File: src/rtl/core/psn_pkg.sv
// ----------------------------------------------------------------------------
// psn_pkg
// Shared types and character codes for the path string normalizer.
// ----------------------------------------------------------------------------
package psn_pkg;

    // character codes
    localparam logic [7:0] CH_BACKSLASH = 8'h5C;
    localparam logic [7:0] CH_SLASH     = 8'h2F;
    localparam logic [7:0] CH_DOT       = 8'h2E;
    localparam logic [7:0] CH_UPPER_A   = 8'h41;
    localparam logic [7:0] CH_UPPER_Z   = 8'h5A;
    localparam logic [7:0] CASE_OFFSET  = 8'h20;

    // most results one input beat can produce
    localparam int unsigned MAX_RESULTS = 2;
    localparam int unsigned CNT_W       = 2;

    // one result item
    typedef struct packed {
        logic [7:0] out_byte;
        logic       has_byte;
        logic       end_of_path;
    } t_result;

    // results of one input beat
    typedef struct packed {
        logic [CNT_W-1:0] count;
        t_result          res1;
        t_result          res0;
    } t_result_pair;

endpackage

File: src/rtl/core/path_string_normalizer_unit.sv
// ----------------------------------------------------------------------------
// path_string_normalizer_unit
// Streaming path normalizer: one path byte per beat in, normalized bytes out.
// ----------------------------------------------------------------------------
// channel   | direction | signals                          | contents
// s_axis    | in        | s_axis_tvalid/tready/tdata/tlast | raw byte, last byte
// m_axis    | out       | m_axis_tvalid/tready/tdata/tuser/tlast | byte, has_byte, end
// cfg       | in        | i_cfg_valid, o_cfg_ready, i_cfg_data | fold_case
//
// An input beat is decided in the cycle it is accepted; its results queue
// behind earlier ones and leave on m_axis one beat per cycle while
// m_axis_tready is high. Input takes one beat per cycle while there is room;
// a two-result beat needs an extra output beat from the queue's single port.
// Input is taken while the result queue holds at most one entry.
// Synchronous active-low reset empties the queue, clears fold_case and
// starts a fresh string.
// ----------------------------------------------------------------------------
module path_string_normalizer_unit
    import psn_pkg::*;
(
    input  logic       i_clk,
    input  logic       i_rst_n,
    // config
    input  logic       i_cfg_valid,
    output logic       o_cfg_ready,
    input  logic       i_cfg_data,      // [0] fold_case
    // input stream
    input  logic       s_axis_tvalid,
    output logic       s_axis_tready,
    input  logic [7:0] s_axis_tdata,    // [7:0] in_byte
    input  logic       s_axis_tlast,    // is_last
    // output stream
    output logic       m_axis_tvalid,
    input  logic       m_axis_tready,
    output logic [7:0] m_axis_tdata,    // [7:0] out_byte
    output logic       m_axis_tuser,    // [0] has_byte
    output logic       m_axis_tlast     // end_of_path
);

    t_result_pair pair;
    t_result      head;
    logic         room;
    logic         in_accept;

    assign o_cfg_ready   = 1'b1;
    assign s_axis_tready = room;
    assign in_accept     = s_axis_tvalid && room;

    // rule logic and string state
    psn_rules u_rules (
        .i_clk      (i_clk),
        .i_rst_n    (i_rst_n),
        .i_cfg_we   (i_cfg_valid),
        .i_cfg_fold (i_cfg_data),
        .i_accept   (in_accept),
        .i_byte     (s_axis_tdata),
        .i_last     (s_axis_tlast),
        .o_pair     (pair)
    );

    // result queue
    psn_outq u_outq (
        .i_clk   (i_clk),
        .i_rst_n (i_rst_n),
        .i_push  (in_accept),
        .i_pair  (pair),
        .o_room  (room),
        .o_valid (m_axis_tvalid),
        .o_head  (head),
        .i_pop   (m_axis_tready)
    );

    assign m_axis_tdata = head.out_byte;
    assign m_axis_tuser = head.has_byte;
    assign m_axis_tlast = head.end_of_path;

endmodule

File: src/rtl/core/psn_rules.sv
// ----------------------------------------------------------------------------
// psn_rules
// Per-byte rule logic: slash mapping and collapse, case fold, leading "./"
// strip and trailing slash drop. Holds the string state and fold register.
// ----------------------------------------------------------------------------
module psn_rules
    import psn_pkg::*;
(
    input  logic         i_clk,
    input  logic         i_rst_n,
    input  logic         i_cfg_we,
    input  logic         i_cfg_fold,
    input  logic         i_accept,
    input  logic [7:0]   i_byte,
    input  logic         i_last,
    output t_result_pair o_pair
);

    logic r_fold_case;
    logic r_prev_slash, r_in_prefix, r_dot_held, r_slash_held;
    logic n_prev_slash, n_in_prefix, n_dot_held, n_slash_held;

    logic [7:0]       c_map;
    logic [7:0]       c_fold;
    logic             is_slash;
    logic [CNT_W-1:0] cnt;
    t_result          res0, res1;

    // fold register
    always_ff @(posedge i_clk) begin
        if (!i_rst_n) begin
            r_fold_case <= 1'b0;
        end else if (i_cfg_we) begin
            r_fold_case <= i_cfg_fold;
        end
    end

    // byte mapping
    always_comb begin
        c_map    = (i_byte == CH_BACKSLASH) ? CH_SLASH : i_byte;
        is_slash = (c_map == CH_SLASH);
        c_fold   = c_map;
        if (r_fold_case && c_map >= CH_UPPER_A && c_map <= CH_UPPER_Z) begin
            c_fold = c_map + CASE_OFFSET;
        end
    end

    // rule decision and results
    always_comb begin
        n_prev_slash = r_prev_slash;
        n_in_prefix  = r_in_prefix;
        n_dot_held   = r_dot_held;
        n_slash_held = r_slash_held;
        cnt          = '0;
        res0         = '{out_byte: 8'h00, has_byte: 1'b0, end_of_path: 1'b0};
        res1         = '{out_byte: 8'h00, has_byte: 1'b0, end_of_path: 1'b0};

        if (is_slash) begin
            if (!r_prev_slash) begin
                n_prev_slash = 1'b1;
                if (r_in_prefix && r_dot_held) begin
                    // strip a leading "./"
                    n_dot_held = 1'b0;
                end else begin
                    n_in_prefix  = 1'b0;
                    n_slash_held = 1'b1;
                end
            end
        end else begin
            n_prev_slash = 1'b0;
            if (r_in_prefix) begin
                if (r_dot_held) begin
                    res0        = '{out_byte: CH_DOT, has_byte: 1'b1, end_of_path: 1'b0};
                    res1        = '{out_byte: c_fold, has_byte: 1'b1, end_of_path: 1'b0};
                    cnt         = 2'd2;
                    n_dot_held  = 1'b0;
                    n_in_prefix = 1'b0;
                end else if (c_fold == CH_DOT) begin
                    n_dot_held = 1'b1;
                end else begin
                    res0        = '{out_byte: c_fold, has_byte: 1'b1, end_of_path: 1'b0};
                    cnt         = 2'd1;
                    n_in_prefix = 1'b0;
                end
            end else if (r_slash_held) begin
                res0         = '{out_byte: CH_SLASH, has_byte: 1'b1, end_of_path: 1'b0};
                res1         = '{out_byte: c_fold, has_byte: 1'b1, end_of_path: 1'b0};
                cnt          = 2'd2;
                n_slash_held = 1'b0;
            end else begin
                res0 = '{out_byte: c_fold, has_byte: 1'b1, end_of_path: 1'b0};
                cnt  = 2'd1;
            end
        end

        // end of string: flush held dot, or give the empty marker
        if (i_last) begin
            if (n_dot_held) begin
                // no other result is possible while a dot is held
                res0 = '{out_byte: CH_DOT, has_byte: 1'b1, end_of_path: 1'b0};
                cnt  = 2'd1;
            end
            if (cnt == 2'd0) begin
                cnt = 2'd1;
            end
            if (cnt == 2'd2) begin
                res1.end_of_path = 1'b1;
            end else begin
                res0.end_of_path = 1'b1;
            end
            n_prev_slash = 1'b0;
            n_in_prefix  = 1'b1;
            n_dot_held   = 1'b0;
            n_slash_held = 1'b0;
        end

        o_pair = '{count: cnt, res1: res1, res0: res0};
    end

    // string state
    always_ff @(posedge i_clk) begin
        if (!i_rst_n) begin
            r_prev_slash <= 1'b0;
            r_in_prefix  <= 1'b1;
            r_dot_held   <= 1'b0;
            r_slash_held <= 1'b0;
        end else if (i_accept) begin
            r_prev_slash <= n_prev_slash;
            r_in_prefix  <= n_in_prefix;
            r_dot_held   <= n_dot_held;
            r_slash_held <= n_slash_held;
        end
    end

endmodule

File: src/rtl/core/psn_outq.sv
// ----------------------------------------------------------------------------
// psn_outq
// Three-entry result queue: takes up to two results per cycle, hands out
// one per cycle from the head entry while i_pop is high.
// ----------------------------------------------------------------------------
module psn_outq
    import psn_pkg::*;
(
    input  logic         i_clk,
    input  logic         i_rst_n,
    input  logic         i_push,
    input  t_result_pair i_pair,
    output logic         o_room,
    output logic         o_valid,
    output t_result      o_head,
    input  logic         i_pop
);

    localparam int unsigned DEPTH = MAX_RESULTS + 1;

    t_result      r_q [DEPTH];
    t_result      n_q [DEPTH];
    logic [1:0]   r_count, n_count;
    logic [1:0]   base;
    logic [1:0]   push_cnt;
    logic         pop_now;

    assign pop_now  = i_pop && (r_count != 2'd0);
    assign push_cnt = i_push ? i_pair.count : 2'd0;
    assign base     = r_count - {1'b0, pop_now};
    assign o_room   = (r_count <= 2'd1);
    assign o_valid  = (r_count != 2'd0);
    assign o_head   = r_q[0];

    // shift on pop, then place new results
    always_comb begin
        for (int i = 0; i < DEPTH; i++) begin
            if (pop_now && i < DEPTH - 1) begin
                n_q[i] = r_q[i+1];
            end else begin
                n_q[i] = r_q[i];
            end
            if (push_cnt != 2'd0 && base == 2'(i)) begin
                n_q[i] = i_pair.res0;
            end
            if (push_cnt == 2'd2 && base + 2'd1 == 2'(i)) begin
                n_q[i] = i_pair.res1;
            end
        end
        n_count = base + push_cnt;
    end

    // payload entries
    always_ff @(posedge i_clk) begin
        for (int i = 0; i < DEPTH; i++) begin
            r_q[i] <= n_q[i];
        end
    end

    // fill count
    always_ff @(posedge i_clk) begin
        if (!i_rst_n) begin
            r_count <= 2'd0;
        end else begin
            r_count <= n_count;
        end
    end

endmodule

File: config.mk
export PLATFORM = sky130hd
export DESIGN_NAME = path_string_normalizer_unit
export DESIGN_NICKNAME = d
export VERILOG_FILES = /design/src/rtl/core/psn_pkg.sv /design/src/rtl/core/path_string_normalizer_unit.sv /design/src/rtl/core/psn_rules.sv /design/src/rtl/core/psn_outq.sv
export SDC_FILE = /design/constraint.sdc
export NUM_CORES = 1
export LEC_CHECK = 0
export BUFFER_PORTS_ARGS = -buffer_cell sky130_fd_sc_hd__buf_2
export CAP_MARGIN = 40
export CORE_MARGIN = 2
export CORE_UTILIZATION = 59
export CTS_BUF_LIST = sky130_fd_sc_hd__clkbuf_16
export DETAILED_ROUTE_END_ITERATION = 12
export PLACE_DENSITY = 0.8
export SLEW_MARGIN = 0
export SYNTH_ARGS = -nofsm -noshare
export SYNTH_HDL_FRONTEND = slang
export SYNTH_SLANG_ARGS = --single-unit
File: constraint.sdc
create_clock -name i_clk -period 3.8 [get_ports i_clk]
set_input_delay 0.76 -clock i_clk [delete_from_list [all_inputs] [get_ports i_clk]]
set_output_delay 0.76 -clock i_clk [all_outputs]
set_load 0.02 [all_outputs]
==> summary.txt, run 1 <==
Power and ir drop
  • P_leak: 1.04 nW
  • Maximum VDD drop: 0.284 mV
  • PwrDens: 641 nW/µm²

Detailed routing
  • Drt drc: 0
  • 1st-iter DRT viols: 141
  • Drt via density: 6.29
  • Drt total wl: 5640 µm
  • DR WL/cell: 17.4 µm
  • Drt pass-1 iters: 4
  • Via Count: 2037
  • Routed Antenna Nets: 0

Cells and area
  • # diodes: 0
  • P&R area growth vs syn: 9.14%
  • Fin cells: 324
  • Share of layout cells above drive strength 1: 21.5%
  • Post-route cell area: 2710 µm²
  • Nets: 290

STA
  • Final hold vios: 0
  • Fin crit period: 2.87 ns
  • Setup violations, final: 0
  • Worst slew pin tran: 0.755 ns
  • Clock Skew: 0.00305 ns
  • Fmax: 0.348 GHz
  • Slew margin rel.: 49.3%
  • Total Neg Setup Slack: 0 ns
  • Final worst-path cycle share: 75.6%
  • Unrepaired setup endpoints after global routing: no
  • Fin. max-slew vios: 0

Critical path
  • Critical path arrival: 2.81 ns
  • Worst R2R End: u_outq.r_q[0][14]
  • End of the critical path: u_outq.r_q[0][14]
  • CP endpoint kind: flip-flop
  • R2r setup slk: 1.02 ns
  • CP Class: primary input to flip-flop
  • Crit path launch: m_axis_tready
  • Reg2reg path depth: 10
  • Reg2Reg Launch Point: u_outq.r_count[1]
  • Worst Path Required: 3.74 ns
  • Startpoint class of the critical path: primary input
  • CP max FO: 10

Yosys
  • Sequential share of the synthesized area: 42.0%
  • Ys flop type: edfxtp_1
  • Mean Syn Cell Area: 9.50 µm²
  • Syn Nets: 278
  • Synthesized cell area: 2480 µm²
  • Synth warnings: 0
  • Top post-synthesis cells by area: edfxtp_1 (36%), dfxtp_1 (5.7%), nand2_1 (4.2%)
  • Yosys top cell by area: edfxtp_1
  • Unique masters post-synth: 64
  • Post-synth EDFFs: 30
  • Synth Register Bits: 37
  • Mapped Cells: 261
  • Yosys top cell area share: 36.3%
  • Asr flop ratio synth: 0%

Floorplan
  • I/O pins: 28
  • Row Count: 23
  • Die Span Y: 68.8 µm
  • Starting Density: 61.5%
  • Die area: 4740 µm²
  • Die X: 68.8 µm
  • Core area: 4030 µm²

Hold path
  • Hold-critical path depth: 2
  • Worst hold path class: flip-flop to flip-flop

Global routing
  • Met1 Track Usage GR: 34.3%
  • Vias in the first global route: 1858
  • Initial antenna violation count: 0
  • Largest net degree at the start of global routing: 20
  • Met2 Usage GRT: 44.7%
  • First-pass GRT wire length: 9160 µm
  • Met3 Use GR: 5.19%
  • Top Usage Layer GRT: met2
  • GR Overflow Total: 0
  • Gr usage total: 26.7%

Place
  • DPL Wire Length: 4310 µm
  • Routability-driven placement congestion ratio: 0.977
  • Placed Area: 2530 µm²
  • Placed Cells incl. Taps: 316
  • Port bufs: 26

CTS
  • Skew-Pair Late Insertion Delay: 0.28 ns
  • CTS root buf: clkbuf_16
  • Post-CTS Setup Bufs: 0
  • Clock buffer depth: 2
  • Register clock-pin slew on the reported worst setup and hold paths: 0.06 ns
  • CTS tree: built
  • Hold Buf Count CTS: 0
  • Total CTS buffers: 5
  • CTS H-tree lvls: 2
  • CTS Sinks: 37
  • Quantity of gates resized following cts: 0

Status
  • Status: finished, final reports clean

Run
  • Max_cap viols: 0
report_power, final:
group / internal [W] / leakage (nW) / total, W / switching, W
clock network: 0.000310 / 0.0800 / 0.000469 / 0.000159
logic: 0.000216 / 0.628 / 0.000597 / 0.000381
registers: 0.000628 / 0.336 / 0.000666 / 0.0000388
total: 0.00115 / 1.04 / 0.00173 / 0.000579
through the flow:
step	worst slack, ns	power (W)	util (%)	hold slack [ns]
6_report	0.928	0.00173	67.1	0.521
5_1_grt	0.738	0.00183	67.1	0.551
4_1_cts	0.939	0.00174	67.1	0.520
3_5_place_dp	0.668	0.00127	62.9	0.512
3_3_place_gp	0.776	0.00125	62.9	0.501
2_1_floorplan	0.921	0.00117	-	0.475
worst min-delay path by stage:
stage          slack (ns)                  from                    to
4_1_cts              0.52  u_rules.r_prev_slash  u_rules.r_prev_slash
3_5_place_dp         0.51  u_rules.r_prev_slash  u_rules.r_prev_slash
2_1_floorplan        0.47   u_rules.r_fold_case   u_rules.r_fold_case
3_3_place_gp         0.50     u_outq.r_q[0][11]      u_outq.r_q[0][1]
6_report             0.52  u_rules.r_prev_slash  u_rules.r_prev_slash
5_1_grt              0.55     u_outq.r_q[0][26]     u_outq.r_q[0][16]
area by class of cell:
class	count	area (µm²)
clock inverters	3	46.3
repair buffers	27	138
flip-flops and latches	37	1040
multi-input cells	192	1250
clock buffers	5	125
well taps	50	62.6
fillers	343	1320
inverters	10	37.5
cell families after synthesis:
kind of cell               Yosys count  synth area share, %
AOI/OAI and AO/OA                   71                 20.5
xor gates and xnor gates             2                0.707
adders and majority gates            2                 1.01
buffers and inverters               32                 7.37
DFF                                 37                 42.0
muxes                                3                 1.21
other                                1                0.151
and+or+nand+nor                    113                 27.1
cell usage after synthesis, drive strengths merged, types with 6 or more instances:
library cell  count
a21oi            20
nand2b            6
inv              10
buf              17
nor3             16
nand2            29
o2bb2ai           6
o21ai            10
nand3             6
nor2             23
dfxtp             7
edfxtp           30
flip-flops by register name, summed over array words and instances, names as in the netlist:
signal	cells
u_rules.r_in_prefix	1
u_rules.r_prev_slash	1
u_rules.r_dot_held	1
u_rules.r_slash_held	1
u_outq.r_count	2
u_outq.r_q	30
u_rules.r_fold_case	1
layout by cell type (no fill, tap or decap), types with 6 or more instances in the layout:
master     count
o21ai_0        7
a21oi_1       18
nor3_1        11
buf_2         26
o2bb2ai_1      6
edfxtp_1      30
inv_1         10
nor2_1        21
nand2_1       28
dfxtp_1        7
metal layers:
metal / share of wire [%] / vias to the layer above
li1: - / 992
met1: 43 / 944
met2: 49 / 93
met3: 7.2 / 8
met4: 1.5 / 0
met5: 0 / -
worst max-delay path, cell delays in order:
cell and delay (ns):
buf_2 0.10, nand2_1 0.10, inv_1 0.06, ha_1 0.33, inv_1 0.10, or3_1 0.51, nor3_2 0.41, nor2_4 0.11
nand2_1 0.34
(Power assumes the default switching activity.)
==> inputs of run 2 (changes only) <==
Clock period 3.8 ns to 3 ns, I/O delays scaled along.
==> run 2 against run 1 <==
Against the previous run:
- setup slack got worse by 0.64 ns
- flip-flop and latch count did not move
- sequential power rose by 27%
- total power rose by 22%
- non-clock buffer count rose by 11
- combinational power rose by 29%
- design area rose by 2.0%
- first-iteration DRC count rose by 8.5%
- clock power rose by 7.5%
- hold slack got worse by 0.0023 ns
==> summary.txt, run 2 (synthesized netlist as in run 1, its figures left out) <==
Cells and area
  • Nets: 301 (+3.8%)
  • Post-layout util: 68.5% (+1.3 points)
  • # diodes: 0 (unchanged)
  • Commonest non-fill, non-tap cells in the layout: edfxtp_1 (30), nand2_1 (28), buf_2 (26)
  • P&R area growth vs syn: 11.3%
  • Fin cells: 335 (+3.4%)
  • Largest registers: u_outq.r_q: 30 flops, u_outq.r_count: 2 flops
  • Most common cell after layout, fill and taps aside: edfxtp_1
  • Largest Register: u_outq.r_q
  • Post-route cell area: 2760 µm² (+2.0%)
  • Max reg flops: 30 (unchanged)
  • Share of layout cells above drive strength 1: 24.6% (+3.0 points)

Critical path
  • CP endpoint kind: flip-flop
  • Reg2Reg Launch Point: u_outq.r_count[1]
  • CP Class: flip-flop to flip-flop
  • Worst Path Required: 2.94 ns (-0.80 ns)
  • Critical path arrival: 2.65 ns (-0.16 ns)
  • Startpoint class of the critical path: flip-flop
  • CP max FO: 10 (unchanged)
  • Crit path launch: u_outq.r_count[1]
  • Reg2reg path depth: 10 (unchanged)

Floorplan
  • Die X: 68.8 µm (unchanged)
  • Row Count: 23 (unchanged)
  • Starting Density: 61.5% (unchanged)
  • Die area: 4740 µm² (unchanged)
  • I/O pins: 28 (unchanged)
  • Die Span Y: 68.8 µm (unchanged)
  • Core area: 4030 µm² (unchanged)

Hold path
  • Worst hold path class: flip-flop to flip-flop
  • Hold-critical path depth: 2 (unchanged)
  • Hold path start: u_rules.r_prev_slash

CTS
  • Clock buffer depth: 2 (unchanged)
  • CTS Sinks: 37 (unchanged)
  • Register clock-pin slew on the reported worst setup and hold paths: 0.06 ns (about the same)
  • CTS H-tree lvls: 2 (unchanged)
  • Quantity of gates resized following cts: 0 (unchanged)
  • Skew-Pair Late Insertion Delay: 0.28 ns (about the same)
  • CTS root buf: clkbuf_16
  • Hold Buf Count CTS: 0 (unchanged)
  • Post-CTS Setup Bufs: 0 (unchanged)
  • Total CTS buffers: 5 (unchanged)
  • CTS tree: built

STA
  • Slew margin rel.: 63.2% (+14 points)
  • Worst slew pin tran: 0.549 ns (-0.205 ns)
  • Total Neg Setup Slack: 0 ns (unchanged)
  • Setup violations, final: 0 (unchanged)
  • Clock Skew: 0.00450 ns (+0.00145 ns)
  • Unrepaired setup endpoints after global routing: no
  • Fin crit period: 2.72 ns
  • Final hold vios: 0 (unchanged)
  • Final worst-path cycle share: 90.6%
  • Fmax: 0.368 GHz
  • Fin. max-slew vios: 0 (unchanged)

Power and ir drop
  • Int Pwr: 0.00138 W (+20%)
  • Net Sw Frac: 34.7% (+1.3 points)
  • Power, Total: 0.00212 W (+22%)
  • PwrDens: 768 nW/µm² (+20%)
  • Maximum VDD drop: 0.290 mV (+2.0%)
  • Comb power frac: 36.2% (+1.7 points)
  • P_leak: 1.09 nW (+4.4%)
  • P_sw: 0.000736 W (+27%)
  • Reg power frac: 40.0% (+1.5 points)
  • Clock network fraction of total power: 23.8% (-3.3 points)

Detailed routing
  • Drt pass-1 iters: 5 (+1)
  • Drt drc: 0 (unchanged)
  • 1st-iter DRT viols: 153 (+8.5%)
  • Drt total wl: 5860 µm (+4.0%)
  • Drt via density: 6.29 (about the same)
  • Via Count: 2106 (+3.4%)
  • DR WL/cell: 17.5 µm (+0.54%)
  • Routed Antenna Nets: 0 (unchanged)

Status
  • Status: finished, final reports clean

Global routing
  • GR Overflow Total: 0 (unchanged)
  • Vias in the first global route: 1999 (+7.6%)
  • Initial antenna violation count: 0 (unchanged)
  • First-pass GRT wire length: 9610 µm (+5.0%)
  • Gr usage total: 28.3% (+1.6 points)
  • Largest net degree at the start of global routing: 19 (-5.0%)

Run
  • Max_cap viols: 0 (unchanged)

Place
  • Placed Area: 2620 µm² (+3.3%)
  • Placed Cells incl. Taps: 327 (+3.5%)
  • DPL Wire Length: 4530 µm (+5.2%)
  • Port bufs: 26 (unchanged)
  • Routability-driven placement congestion ratio: 0.965 (-1.1%)
[run 2: routing by layer]
layer / share of wire (%) / wire length (µm) / track usage, %
met3: 7.7 / 449 / 6.01
met1: 42 / 2430 / 36.6
met4: 2.5 / 145 / 12.7
met2: 48 / 2830 / 45.3
met5: 0 / 0 / 0
[run 2: worst max-delay path, cell delays in order, from the launching register on]
cell and delay, ns:
dfxtp_1 0.33, inv_1 0.07, nand2_1 0.06, nand2_1 0.11
inv_1 0.06, ha_1 0.33, inv_1 0.10, or3_1 0.51
nor3_2 0.35, nor2_4 0.10, nand2_1 0.35
[run 2: final cells by class]
cell class              instances  area (µm²)
flip-flops and latches         37        1040
well taps                      50        62.6
fillers                       336        1270
repair buffers                 38         220
multi-input cells             192        1250
clock buffers                   5         125
clock inverters                 3        17.5
inverters                      10        37.5
[run 2: final timing paths]
path	end	slack [ns]
setup / recovery	u_outq.r_q[0][6]	0.28
hold / removal	u_rules.r_prev_slash	0.52
setup reg to reg	u_outq.r_q[0][6]	0.28
hold reg to reg	u_rules.r_prev_slash	0.52
[run 2: through the flow]
stage,hold WS [ns],setup WS [ns]
5_1_grt,0.544,0.124
4_1_cts,0.525,0.267
2_1_floorplan,0.475,0.240
3_3_place_gp,0.501,0.179
3_5_place_dp,0.511,0.0499
6_report,0.518,0.283
[run 2: power by group through the flow]
| stage | sequential, W | combinational, W | clock [W] |
|---|---|---|---|
| floorplan | 0.000858 | 0.000630 | 0 |
| global placement | 0.000851 | 0.000739 | 0 |
| detailed placement | 0.000858 | 0.000765 | 0 |
| CTS | 0.000849 | 0.000767 | 0.000511 |
| global route | 0.000871 | 0.000848 | 0.000536 |
| finish | 0.000847 | 0.000768 | 0.000504 |
==> inputs of run 3 (changes only) <==
Settings changed: CORE_UTILIZATION 59 to 60, GPL_TIMING_DRIVEN set to 0, PLACE_DENSITY 0.8 to 0.82, SKIP_LAST_GASP set to 1.
Clock period 3 ns to 3.4 ns, I/O delays scaled along.
==> run 3 against run 2 <==
Against the previous run:
- critical endpoint is now u_outq.r_q[0][19]
- final cell count is 2.4% higher
- largest power group is now combinational logic
- global-route usage fell by 1.1 points
- hold slack gained 0.0024 ns
- die area decreased by 1.6%
- design area up 2.6%
- combinational power down 3.0%
- critical path depth is the same
- register-to-register slack gained 0.32 ns
==> summary.txt, run 3 (synthesized netlist as in run 1, its figures left out) <==
Critical path
  • Critical path arrival: 2.76 ns (+0.11 ns)
  • Slowest CP cell: nor3_2
  • CP max FO: 10 (unchanged)
  • R2r setup slk: 0.60 ns (+0.32 ns)
  • Worst R2R End: u_outq.r_q[0][19]
  • CP Class: primary input to flip-flop
  • Bufs and invs on worst path: 4 (+1)
  • Reg2Reg Launch Point: u_outq.r_count[1]
  • CP max stage delay: 0.39 ns (-0.12 ns)
  • Crit path max-delay family: simple AND/OR/NAND/NOR gates
  • Worst Path Required: 3.34 ns (+0.40 ns)
  • Worst-path cell chain: buf_2, nand2_1, inv_1, ha_1, inv_1, or3_1, buf_2, nor3_2, nor2_4, nand2_1
  • Startpoint class of the critical path: primary input
  • CP endpoint kind: flip-flop
  • Reg2reg path depth: 11 (+1)

Hold path
  • Hold-critical path depth: 2 (unchanged)
  • Hold path start: u_outq.r_q[0][21]
  • Hold path endpoint: u_outq.r_q[0][11]
  • Worst hold path class: flip-flop to flip-flop

Detailed routing
  • Drt via density: 6.22 (-1.1%)
  • DR WL/cell: 16.3 µm (-7.1%)
  • Drt pass-1 iters: 5 (unchanged)
  • Drt drc: 0 (unchanged)
  • Routed Antenna Nets: 0 (unchanged)
  • Via Count: 2133 (+1.3%)
  • 1st-iter DRT viols: 182 (+19%)
  • Drt total wl: 5580 µm (-4.9%)

Global routing
  • First-pass GRT wire length: 9230 µm (-4.0%)
  • Vias in the first global route: 1946 (-2.7%)
  • GR Overflow Total: 0 (unchanged)
  • Largest net degree at the start of global routing: 13 (-6)
  • Initial antenna violation count: 0 (unchanged)
  • Gr usage total: 27.2% (-1.1 points)

Cells and area
  • Largest registers: u_outq.r_q: 30 flops, u_outq.r_count: 2 flops
  • P&R area growth vs syn: 14.2%
  • Nets: 309 (+2.7%)
  • # diodes: 0 (unchanged)
  • Fillers: 309 (-8.0%)
  • Share of layout cells above drive strength 1: 24.6% (about the same)
  • Largest Register: u_outq.r_q
  • Post-route cell area: 2830 µm² (+2.6%)
  • Max reg flops: 30 (unchanged)
  • Commonest non-fill, non-tap cells in the layout: edfxtp_1 (30), buf_2 (28), nand2_1 (28)
  • Fin cells: 343 (+2.4%)
  • Most common cell after layout, fill and taps aside: edfxtp_1
  • Area of the multi-input gates: 1250 µm² (unchanged)
  • Reg area: 1040 µm² (unchanged)

Power and ir drop
  • Clock network fraction of total power: 26.1% (+2.3 points)
  • PwrDens: 711 nW/µm² (-7.4%)
  • Comb power frac: 37.0% (+0.8 points)
  • Net Sw Frac: 32.9% (-1.9 points)
  • Maximum VDD drop: 0.399 mV (+38%)
  • P_leak: 1.11 nW (+2.2%)
  • P_sw: 0.000661 W (-10%)
  • Int Pwr: 0.00135 W (-2.3%)
  • Reg power frac: 36.9% (-3.1 points)

Place
  • Placed Cells incl. Taps: 335 (+2.4%)
  • DPL Wire Length: 4220 µm (-7.0%)
  • Port bufs: 23 (-12%)
  • Placed Area: 2660 µm² (+1.8%)
  • Routability-driven placement congestion ratio: 0.969 (+0.36%)

STA
  • Slew margin rel.: 52.9% (-10 points)
  • Setup violations, final: 0 (unchanged)
  • Unrepaired setup endpoints after global routing: no
  • Fin crit period: 2.82 ns
  • Final hold vios: 0 (unchanged)
  • Fmax: 0.355 GHz
  • Worst slew pin tran: 0.701 ns (+0.151 ns)
  • Fin. max-slew vios: 0 (unchanged)
  • Total Neg Setup Slack: 0 ns (unchanged)
  • Final worst-path cycle share: 82.9%
  • Clock Skew: 0.00220 ns (-0.00230 ns)

CTS
  • Total CTS buffers: 5 (unchanged)
  • Skew-Pair Late Insertion Delay: 0.28 ns (about the same)
  • CTS H-tree lvls: 2 (unchanged)
  • CTS root buf: clkbuf_16
  • CTS tree: built
  • Clock buffer depth: 2 (unchanged)
  • Quantity of gates resized following cts: 0 (unchanged)
  • CTS Sinks: 37 (unchanged)
  • Post-CTS Setup Bufs: 0 (unchanged)
  • Register clock-pin slew on the reported worst setup and hold paths: 0.06 ns (about the same)
  • Hold Buf Count CTS: 0 (unchanged)

Status
  • Status: finished, final reports clean

Floorplan
  • Starting Density: 62.0% (+0.44 points)
  • Die Span Y: 68.3 µm (-0.78%)
  • Die X: 68.3 µm (-0.78%)
  • Row Count: 23 (unchanged)
  • Core area: 4000 µm² (-0.71%)
  • Die area: 4660 µm² (-1.6%)
  • I/O pins: 28 (unchanged)

Run
  • Max_cap viols: 0 (unchanged)
==> run 3: changes by cell type in the layout (fill, tap and decap cells not counted) <==
cell and delta:
clkbuf_1 +5, buf_6 +3, clkinv_2 -2, bufinv_16 +1, clkinv_1 +1, buf_2 +2
buf_4 -2
==> run 3: how the worst max path moves through the flow <==
stage | cells past startpoint | startpoint | slack, ns | end
floorplan | 5 | s_axis_tlast | 0.60 | u_outq.r_q[0][20]
detailed placement | 10 | m_axis_tready | 0.29 | u_outq.r_q[0][11]
CTS | 10 | m_axis_tready | 0.58 | u_outq.r_q[0][11]
finish | 10 | m_axis_tready | 0.58 | u_outq.r_q[0][19]
global placement | 6 | s_axis_tdata[3] | 0.30 | u_outq.r_q[0][21]
global route | 11 | u_outq.r_count[1] | 0.33 | u_outq.r_q[0][14]
==> run 3: layout make-up <==
cell class | instances | share of cell area, %
buffer | 22 | 5.13
clock buffer | 5 | 4.42
clock inverter | 3 | 1.46
inverter | 10 | 1.33
multi-input combinational | 192 | 44.3
sequential | 37 | 36.8
tap | 50 | 2.21
timing repair buffer | 24 | 4.33
==> run 3: routing by layer <==
metal	up-vias	track usage (%)	wire, µm
li1	1034	-	-
met1	976	35.1	2360
met2	109	43.4	2630
met3	14	6.58	465
met4	0	11.5	116
met5	-	0	0
==> run 3: per-stage QoR <==
stage | util [%] | setup slack (ns) | hold WS [ns] | power (W)
after floorplan | - | 0.601 | 0.475 | 0.00131
after global routing | 70.8 | 0.335 | 0.540 | 0.00213
after CTS | 70.8 | 0.575 | 0.523 | 0.00202
final | 70.8 | 0.581 | 0.521 | 0.00201
after global placement | 66.4 | 0.304 | 0.504 | 0.00146
after detailed placement | 66.6 | 0.290 | 0.509 | 0.00149
==> run 3: worst register-to-register path: cells and delay by family (launching register included) <==
family                   cells  cell delay, ns
buffers and inverters        4            0.41
flip-flops                   1            0.33
AND/OR/NAND/NOR              6            1.37
adder cells (fa/ha/maj)      1            0.35
==> run 3: power by group through the flow <==
stage / Sequential (W) / Clock, W / Combinational, W
after floorplan: 0.000757 / 0 / 0.000556
after global placement: 0.000745 / 0 / 0.000720
after detailed placement: 0.000752 / 0 / 0.000743
after CTS: 0.000745 / 0.000527 / 0.000746
after global routing: 0.000757 / 0.000543 / 0.000830
final: 0.000742 / 0.000525 / 0.000745
